[src/rtl/core/dmx_svo_queue.sv]
// dmx_svo_queue.sv: short register fifo between the classifying front
// and the store back end; no dependencies
module dmx_svo_queue #(
   parameter int WIDTH = 36,
   parameter int DEPTH = 4
) (
   input  logic             clock,
   input  logic             reset,
   input  logic             push,
   input  logic [WIDTH-1:0] push_data,
   output logic             full,
   input  logic             pop,
   output logic [WIDTH-1:0] pop_data,
   output logic             not_empty
);

   localparam int PTR_W = $clog2(DEPTH);
   localparam int CNT_W = $clog2(DEPTH + 1);

   logic [WIDTH-1:0] slots [DEPTH];
   logic [PTR_W-1:0] wr_ptr_ff, wr_ptr_in;
   logic [PTR_W-1:0] rd_ptr_ff, rd_ptr_in;
   logic [CNT_W-1:0] count_ff, count_in;

   assign full      = (count_ff == CNT_W'(DEPTH));
   assign not_empty = (count_ff != '0);
   assign pop_data  = slots[rd_ptr_ff];

   always_comb begin
      wr_ptr_in = wr_ptr_ff;
      rd_ptr_in = rd_ptr_ff;
      count_in  = count_ff;
      if (push) begin
         wr_ptr_in = (wr_ptr_ff == PTR_W'(DEPTH - 1)) ? '0 : wr_ptr_ff + 1'b1;
      end
      if (pop) begin
         rd_ptr_in = (rd_ptr_ff == PTR_W'(DEPTH - 1)) ? '0 : rd_ptr_ff + 1'b1;
      end
      if (push && !pop) begin
         count_in = count_ff + 1'b1;
      end else if (pop && !push) begin
         count_in = count_ff - 1'b1;
      end
   end

   always_ff @(posedge clock) begin
      if (reset) begin
         wr_ptr_ff <= '0;
         rd_ptr_ff <= '0;
         count_ff  <= '0;
      end else begin
         wr_ptr_ff <= wr_ptr_in;
         rd_ptr_ff <= rd_ptr_in;
         count_ff  <= count_in;
      end
   end

   always_ff @(posedge clock) begin
      if (push) begin
         slots[wr_ptr_ff] <= push_data;
      end
   end

   a_no_pop_empty: assert property (@(posedge clock) disable iff (reset)
      pop |-> count_ff != '0)
      else $error("queue popped while empty");

   a_no_push_full: assert property (@(posedge clock) disable iff (reset)
      push |-> count_ff != CNT_W'(DEPTH))
      else $error("queue pushed while full");

endmodule

[config.mk]
export PLATFORM = sky130hd
export DESIGN_NAME = dmx_svo_queue
export DESIGN_NICKNAME = d
export VERILOG_FILES = /design/src/rtl/core/dmx_svo_queue.sv
export SDC_FILE = /design/constraint.sdc
export NUM_CORES = 1
export LEC_CHECK = 0
export BUFFER_PORTS_ARGS = -buffer_cell sky130_fd_sc_hd__buf_2
export CAP_MARGIN = 10
export CORE_MARGIN = 4
export CORE_UTILIZATION = 61
export CTS_CLUSTER_DIAMETER = 40
export DETAILED_ROUTE_END_ITERATION = 10
export GPL_ROUTABILITY_DRIVEN = 0
export PLACE_DENSITY = 0.83
export SLEW_MARGIN = 20
export SYNTH_ARGS = -nofsm -noshare
export SYNTH_HDL_FRONTEND = slang
export SYNTH_SLANG_ARGS = --single-unit
[constraint.sdc]
create_clock -name clock -period 5.24 [get_ports clock]
set_input_delay 0.262 -clock clock [delete_from_list [all_inputs] [get_ports clock]]
set_output_delay 0.262 -clock clock [all_outputs]
set_load 0.02 [all_outputs]
==> run metrics <==
unrepaired setup endpoints after global routing false; period utilisation layout 50.2%; FF+latch count, synth ~150; M1 GR Usage between 20% and 30%; sequential power share between 40% and 50%; Slowest-stage cell, CP mux4_1; Crit path depth 3; Seq/Total Area, Yosys 79.2%; total I/O pin count roughly 80; largest net degree at the start of global routing 37; DRC Markers 0; htree depth 4; Vias/cell just under 6; Startpoint Class flip-flop; Hold WC Path Type in -> reg; hold depth 3; Row Count 34; vias in the first global route about 3000; Min Clock Period, post-route 2.63 ns; GRT Overall Usage between 10% and 20%; Lkg Pwr 0.00249 µW; clk root buf clkbuf_8; fill count approximately 440; number of iterations in the first detailed-routing pass 4; fin area ~0.007 mm²; total of max-cap violations 0; Worst-Margin Slew slightly below 1 ns; post-CTS resize count 0; setup slack after layout approximately 2.6 ns; Comb power frac approximately a tenth; CP Cell Sequence buf_4, mux4_1, buf_2; final hold vios 0; GR Util met2 about a third; fmax about 380 MHz; Syn Inst Count 232; pre-CTS WS around 3.1 ns; most frequent cells in the layout 144 x edfxtp_1, 77 x buf_2, 37 x dlygate4sd3_1; Clock Pin Slew Worst Setup and Hold Paths 0.06 ns; CTS Buffer Depth 2; syn avg cell area between 20 and 25 µm²; PD cells about 410 mW/mm²; Port-buffer cells between 70 and 80; Crit path max-delay family buffers and inverters; YS warnings 0; status completed; initial antenna violation count 1; routed length per instance between 20 and 25 µm; Worst path max stage delay around 0.67 ns; layout cell share with drive strength beyond 1 a little under two fifths; relative slew slack around a third; arrival time worst endpoint between 2 and 2.5 ns; first-pass GRT wire length about 16000 µm; CTS tree built; most common cell after layout, fill and taps aside edfxtp_1; synth unique cells 19; Clock Power Share between 40% and 50%; Net Sw Frac between 20 and 25%; syn_nets between 200 and 300; WP buf/inv 2; Worst-Skew Late Latency around 0.5 ns; Die Width 105 µm; Setup crit end kind output port; Initial DRC Count roughly 180; met3 Usage GRT under 10%; initial core utilization 64.0%; clk sinks 153; mapped cell area between 0.005 and 0.006 mm²; Max Slew Vio Count 0; Post-DP HPWL about 5400 µm; chip height about 100 µm; Reg2Reg Depth 2; post-route ant nets 0; grt peak-use layer met2; fin nets ~410; CP max FO 31; gr ovfl total 0; vias 2766; setup TNS 0 ns; peak supply drop between 0.2 and 0.3 mV; Setup-failing EPs final 0; NetSw ~630 µW; DIE AREA about 0.011 mm²; Layout area overhead 24.4%; Worst Skew approximately 0.0054 ns; Core Area roughly 0.0089 mm²; Pint between 2000 and 2500 µW; CP required about 5.0 ns; Post CTS Setup Buffer Count 0; final core utilization 79.6%; Placed Area ~0.006 mm²; number of buffers created by CTS 17; WS Path Type reg -> out; Post-Route WL between 10000 and 15000 µm
## layout make-up
cell class                      count  area (µm²)  share of cell area, %
Inverter                            4        15.0                  0.212
Sequential cell                   153        4510                   63.7
Clock buffer                       17         414                   5.85
Timing Repair Buffer              115         763                   10.8
Antenna cell                        1        2.50                 0.0354
Tap cell                          108         135                   1.91
Multi-Input combinational cell     67        1080                   15.3
Clock inverter                     14         156                   2.21
## power groups by stage
stage	sequential, µW	clock, µW	combinational, µW
6_report	1430	1170	271
3_5_place_dp	1450	0	250
2_1_floorplan	1440	0	179
4_1_cts	1430	1190	274
5_1_grt	1430	1240	292
3_3_place_gp	1450	0	244
## sequential cells by signal, summed over array words and instances, names as in the netlist, named ones only
| name | count |
|---|---|
| wr_ptr_ff | 2 |
| count_ff | 3 |
| rd_ptr_ff | 2 |
| slots | 144 |
## worst register-to-register path: stages, from the launching register on
cell	delay [ns]
dfxtp_1	0.42
ha_1	0.23
and2_2	0.80
## cell usage after synthesis (all sizes together)
cell      n  area, µm²
a21oi     2       10.0
and2      4       25.0
buf       7       86.3
clkbuf    1       5.00
dfxtp     9        180
edfxtp  144       4320
fa        1       20.0
ha        6       75.1
inv       4       15.0
mux2i     4       40.0
mux4     36        833
nor2      7       26.3
nor3b     2       15.0
o21ai     1       5.00
or3       2       12.5
xor2      2       17.5
## per-stage QoR
step / total power [µW] / instances / hold WS, ns
6_report: 2870 / 479 / 0.105
5_1_grt: 2970 / 479 / 0.110
4_1_cts: 2890 / 478 / 0.0751
3_5_place_dp: 1700 / 410 / 0.480
3_3_place_gp: 1690 / 410 / 0.473
2_1_floorplan: 1620 / 232 / 0.331
## path summary, 6_finish.rpt
check | endpoint | startpoint | slack, ns
worst max-delay path | pop_data[29] | flip-flop | 2.61
worst min-delay path | flip-flop | pop | 0.11
worst max register to register | slots[3][22]$_DFFE_PP_ | wr_ptr_ff[0]$_SDFFE_PP0P_ | 3.40
worst min register to register | count_ff[2]$_SDFFE_PP0P_ | count_ff[2]$_SDFFE_PP0P_ | 0.49
## metal layers
| metal | up-vias | wire, µm |
|---|---|---|
| li1 | 1230 | - |
| met1 | 1425 | 4210 |
| met2 | 92 | 5200 |
| met3 | 19 | 428 |
| met4 | 0 | 240 |
| met5 | - | 0 |
## what timing repair did
action                     4_1_cts  5_1_grt
hold buffers                    37        0
hold endpoints to repair       150        0
setup endpoints to repair        0        0
## kinds of logic after synthesis
group,Yosys count,synth area share (%)
XOR/XNOR,2,0.308
adder cells (fa/ha/maj),7,1.67
AO/OA/AOI/OAI,3,0.264
flip-flops,153,79.2
AND/OR/NAND/NOR,15,1.39
buffers and inverters,12,1.87
multiplexers,40,15.3
Power figures use the tool's default switching activity.
