**config.mk**
```make
export PLATFORM = sky130hd
export DESIGN_NAME = dmx_svo_front
export DESIGN_NICKNAME = d
export VERILOG_FILES = /design/src/rtl/core/dmx_svo_pkg.sv /design/src/rtl/core/dmx_svo_front.sv
export SDC_FILE = /design/constraint.sdc
export NUM_CORES = 1
export LEC_CHECK = 0
export BUFFER_PORTS_ARGS = -buffer_cell sky130_fd_sc_hd__clkbuf_2
export CORE_ASPECT_RATIO = 1.25
export CORE_UTILIZATION = 40
export DETAILED_ROUTE_END_ITERATION = 16
export PLACE_DENSITY = 0.65
export SYNTH_ARGS = -nofsm -noshare
export SYNTH_HDL_FRONTEND = slang
export SYNTH_SLANG_ARGS = --single-unit
export TNS_END_PERCENT = 30
```
**constraint.sdc**
```tcl
create_clock -name clock -period 17.75 [get_ports clock]
set_clock_uncertainty 0.15 [all_clocks]
set_input_delay 5.325 -clock clock [delete_from_list [all_inputs] [get_ports clock]]
set_output_delay 5.325 -clock clock [all_outputs]
set_load 0.01 [all_outputs]
```
**src/rtl/core/dmx_svo_pkg.sv**
```systemverilog
// dmx_svo_pkg.sv: shared widths, register indexes and reset values
// for the dmx slot to servo change mapper; no dependencies
package dmx_svo_pkg;

   // field widths of the stream items
   localparam int SLOT_W      = 10;
   localparam int BYTE_W      = 8;
   localparam int BOARD_W     = 5;
   localparam int OUTCH_W     = 4;
   localparam int POS_W       = 12;
   localparam int REQ_TDATA_W = 24;
   localparam int RSP_TDATA_W = 24;

   // configuration port
   localparam int CSR_IDX_W  = 2;
   localparam int CSR_DATA_W = 10;

   typedef enum logic [CSR_IDX_W-1:0] {
      CSR_WIDE_MODE     = 2'd0,
      CSR_CHANNEL_COUNT = 2'd1,
      CSR_START_ADDRESS = 2'd2
   } csr_index_type;

   localparam logic [SLOT_W-1:0] RST_CHANNEL_COUNT = 10'd16;
   localparam logic [SLOT_W-1:0] RST_START_ADDRESS = 10'd1;

   // depth of the queue between front and back
   localparam int QUEUE_DEPTH = 4;

endpackage

```
**src/rtl/core/dmx_svo_front.sv**
```systemverilog
// dmx_svo_front.sv: configuration registers and slot classification
// (window test, channel and board quotient); depends on dmx_svo_pkg
module dmx_svo_front
   import dmx_svo_pkg::*;
#(
   parameter int UNIVERSE_SLOTS    = 512,
   parameter int OUTPUTS_PER_BOARD = 16,
   parameter int OFF_W             = 9
) (
   input  logic                  clock,
   input  logic                  reset,
   input  logic                  csr_valid,
   input  logic [CSR_IDX_W-1:0]  csr_index,
   input  logic [CSR_DATA_W-1:0] csr_data,
   input  logic [SLOT_W-1:0]     slot_number,
   input  logic [BYTE_W-1:0]     slot_byte,
   output logic                  keep,
   output logic [OFF_W-1:0]      q_offset,
   output logic [BYTE_W-1:0]     q_byte,
   output logic                  q_wide,
   output logic [OFF_W-1:0]      q_channel,
   output logic [OFF_W-1:0]      q_quot
);

   // exact reciprocal for dividends below 2**OFF_W
   localparam int DIV_SH  = OFF_W + $clog2(OUTPUTS_PER_BOARD);
   localparam int RECIP   = ((1 << DIV_SH) + OUTPUTS_PER_BOARD - 1) / OUTPUTS_PER_BOARD;
   localparam int PROD_W  = 2 * OFF_W + 1;

   logic              wide_mode_ff, wide_mode_in;
   logic [SLOT_W-1:0] channel_count_ff, channel_count_in;
   logic [SLOT_W-1:0] start_address_ff, start_address_in;

   logic [SLOT_W-1:0] start;
   logic [SLOT_W:0]   footprint;
   logic [SLOT_W-1:0] offset_full;
   logic [OFF_W-1:0]  channel;
   logic [PROD_W-1:0] prod;

   always_comb begin
      wide_mode_in     = wide_mode_ff;
      channel_count_in = channel_count_ff;
      start_address_in = start_address_ff;
      if (csr_valid) begin
         unique case (csr_index)
            CSR_WIDE_MODE:     wide_mode_in     = csr_data[0];
            CSR_CHANNEL_COUNT: channel_count_in = csr_data;
            CSR_START_ADDRESS: start_address_in = csr_data;
            default: ;
         endcase
      end
   end

   always_ff @(posedge clock) begin
      if (reset) begin
         wide_mode_ff     <= 1'b0;
         channel_count_ff <= RST_CHANNEL_COUNT;
         start_address_ff <= RST_START_ADDRESS;
      end else begin
         wide_mode_ff     <= wide_mode_in;
         channel_count_ff <= channel_count_in;
         start_address_ff <= start_address_in;
      end
   end

   // start address zero counts as one
   assign start       = (start_address_ff == '0) ? SLOT_W'(1) : start_address_ff;
   assign footprint   = wide_mode_ff ? {channel_count_ff, 1'b0} : {1'b0, channel_count_ff};
   assign offset_full = slot_number - start;

   assign keep = (slot_number != '0) && (slot_number >= start) &&
                 ({1'b0, offset_full} < footprint) &&
                 (offset_full < SLOT_W'(UNIVERSE_SLOTS));

   assign q_offset  = offset_full[OFF_W-1:0];
   assign q_byte    = slot_byte;
   assign q_wide    = wide_mode_ff;
   assign channel   = wide_mode_ff ? (q_offset >> 1) : q_offset;
   assign q_channel = channel;
   assign prod      = PROD_W'(channel) * PROD_W'(RECIP);
   assign q_quot    = OFF_W'(prod >> DIV_SH);

endmodule

```
==> summary.txt <==
status = complete, no violations
actual slew at the worst max-slew pin = 1.027 ns
met2 usage = 33.70%
RR Startpoint = q_wide
layout cell share with drive strength beyond 1 = 25.19%
drt initial violations = 82
chip width = 62.76 µm
Row Count = 27
DR WL/cell = 13.51 µm
CP max stage delay = 0.45 ns
Final Wtd Congestion = 0.8681
I/O pins = 70
R2R Path End = q_wide
Final period util = 77.55%
Layout area overhead = 11.80%
Max Cap Violations = 0
Max rail drop VDD = 44.34 µV
count of state elements after synthesis = 21
htree depth = 1
worst skew pair latency = 0.25 ns
CP Capture Point = keep
number of global-route vias before repair = 1,614
HP Class = reg2reg
Setup crit end kind = output port
register area share after synthesis = 22.78%
GRT Overall Usage = 18.78%
global-route wire length before repair = 7272 µm
Clock Path Buffers = 2
pwr dens = 67.18 mW/mm²
Remaining DRCs = 0
fraction of registers with async set/reset = 0%
# port buffers = 49
R2R cell count = 2
synth top area cells = dfxtp_1, ha_1, mux2i_1, buf_4, nand2_1
final WL = 4324 µm
Die Ht = 77.94 µm
Max Slew Vio Count = 0
Synth Instances = 230
hold buffers post-CTS = 0
Clock Tree Root = clkbuf_8
PostCTS Resize Cnt = 0
Ys Warns = 0
Top FF cell, synth = dfxtp_1
initial antenna violation count = 0
DRT Pass-1 Iters = 4
GR Layer Usage met1 = 22.49%
Tmin final = 13.76 ns
met3 Use GR = 2.059%
critical path cell sequence = clkbuf_2, inv_1, ha_1, fa_1, nor2b_1, o31a_1, o21a_1, nor2_2, xnor2_1, ha_1, o2111ai_1, a21oi_1, a2111oi_0, a211oi_2, nor4_2, clkbuf_2
grt total ovfl = 0
CTS tree = done
synth unique cells = 43
flop-to-flop setup slack = 16.27 ns
CTS Sinks = 21
Core Region = 0.004425 mm²
# setup viols final = 0
crit path kind = in2out
non-filler cells, final = 320
Reg clk slew, reported paths = 0.07 ns
Worst Setup SP = slot_number[0]
Crit path arrival time = 8.29 ns
Final nets = 316
worst-path maximum fanout = 4
DP HPWL = 3619 µm
post-route ant nets = 0
Crit path required time = 12.27 ns
largest area contributor in the netlist = dfxtp_1
Setup TNS = 0 ns
Yosys top cell area share = 22.78%
Syn Area/Cell = 8.024 µm²
setup bufs post-CTS = 0
gr busiest metal = met2
Critical Path Start Type = input port
static leakage = 0.9179 nW
synthesized cell area = 0.001846 mm²
largest net degree at the start of global routing = 26
unrepaired setup endpoints after global routing = no
slowest stage cell, crit path = a2111oi_0
Inst Count DP = 316
Vias = 1,639
Slew HR = 31.44%
number of flops mapped to enable cells by yosys = 0
cts bufs inserted = 3
vias per inst = 5.122
Fin. Hold Viols = 0
Die Area = 0.004891 mm²
FMAX = 72.65 MHz
n_diodes = 0
initial core utilization = 41.70%
-- layer usage --
layer	part of all wire, %	up-vias
met1	43	723
met2	49	65
met5	0	-
li1	-	844
met3	6.3	7
met4	1.3	0
-- synth_stat cells, types with 3 or more instances --
| cell type | count |
|---|---|
| o21ai_0 | 5 |
| dfxtp_1 | 21 |
| clkbuf_1 | 4 |
| mux2i_1 | 19 |
| o211ai_1 | 3 |
| o21a_1 | 4 |
| xnor2_1 | 5 |
| nor2_1 | 25 |
| nor4_1 | 4 |
| a21oi_1 | 14 |
| ha_1 | 19 |
| mux2_2 | 8 |
| buf_4 | 17 |
| nand2_1 | 31 |
| inv_1 | 17 |
-- power by group --
group          total [mW]  switching (mW)  internal (mW)
clock              0.0300          0.0141         0.0160
combinational      0.0578          0.0324         0.0254
sequential         0.0508         0.00195         0.0488
-- cell type report --
cell class	count	area (µm²)
well taps	58	72.57
inverters	17	63.81
flip-flops and latches	21	420.4
multi-input cells	171	1216
fillers	456	2362
repair buffers	49	245.2
clock buffers	4	45.04
-- critical path: cells and delay by family --
| kind | cells | cell delay, ns |
|---|---|---|
| AND/OR/NAND/NOR | 3 | 0.35 |
| adder cells (fa/ha/maj) | 3 | 0.94 |
| AO/OA/AOI/OAI | 6 | 1.06 |
| buffers and inverters | 3 | 0.31 |
| XOR/XNOR | 1 | 0.30 |
-- state kept, by name, summed over array words and instances, names as in the netlist --
signal / flops
channel_count_ff: 10
start_address_ff: 10
q_wide: 1
-- kinds of logic (layout without fill, tap and decap cells) --
family                     Yosys count  in the layout  synth area share (%)
adders and majority gates           20             20                 13.97
DFF                                 21             21                 22.78
muxes                               27             27                 15.19
buffers and inverters               41             70                 11.93
AOI/OAI and AO/OA                   40             40                 14.78
and+or+nand+nor                     75             75                 18.78
xor gates and xnor gates             5              5                 2.373
other                                1              4                0.2032
-- metrics by stage --
step	total power [mW]	hold WS (ns)	worst slack [ns]	instance area, µm²	util (%)
after detailed placement	0.1102	0.3227	3.988	2018	45.60
final	0.1386	0.3280	3.985	2063	46.62
after floorplan	0.09499	0.2983	4.388	1857	-
after CTS	0.1406	0.3324	3.978	2063	46.62
after global placement	0.1095	0.3110	4.083	2018	45.60
after global routing	0.1492	0.3540	3.805	2063	46.62
-- layout by cell type (no fill, tap or decap), types with 2 or more instances in the layout --
| cell type | count |
|---|---|
| o21ai_0 | 5 |
| o31a_1 | 2 |
| inv_1 | 17 |
| a21oi_1 | 14 |
| xnor2_1 | 5 |
| nand3_1 | 2 |
| o21a_1 | 4 |
| nand2_1 | 31 |
| mux2_2 | 8 |
| nor4_1 | 4 |
| nand3b_1 | 2 |
| conb_1 | 4 |
| nor3b_1 | 2 |
| dfxtp_1 | 21 |
| clkbuf_8 | 3 |
| clkbuf_2 | 49 |
| nor2_1 | 25 |
| mux2i_1 | 19 |
| ha_1 | 19 |
| o211ai_1 | 3 |
| nor2b_1 | 2 |
-- worst min-delay path by stage --
stage                              from                  end  slack [ns]  cells after the start
floorplan           channel_count_ff[1]  channel_count_ff[1]        0.30                      2
global placement    channel_count_ff[6]  channel_count_ff[6]        0.31                      2
detailed placement  channel_count_ff[6]  channel_count_ff[6]        0.32                      2
CTS                 channel_count_ff[6]  channel_count_ff[6]        0.33                      2
global route        channel_count_ff[1]  channel_count_ff[1]        0.35                      2
finish              channel_count_ff[6]  channel_count_ff[6]        0.33                      2
Note: power is estimated with default switching activity, not from simulation.
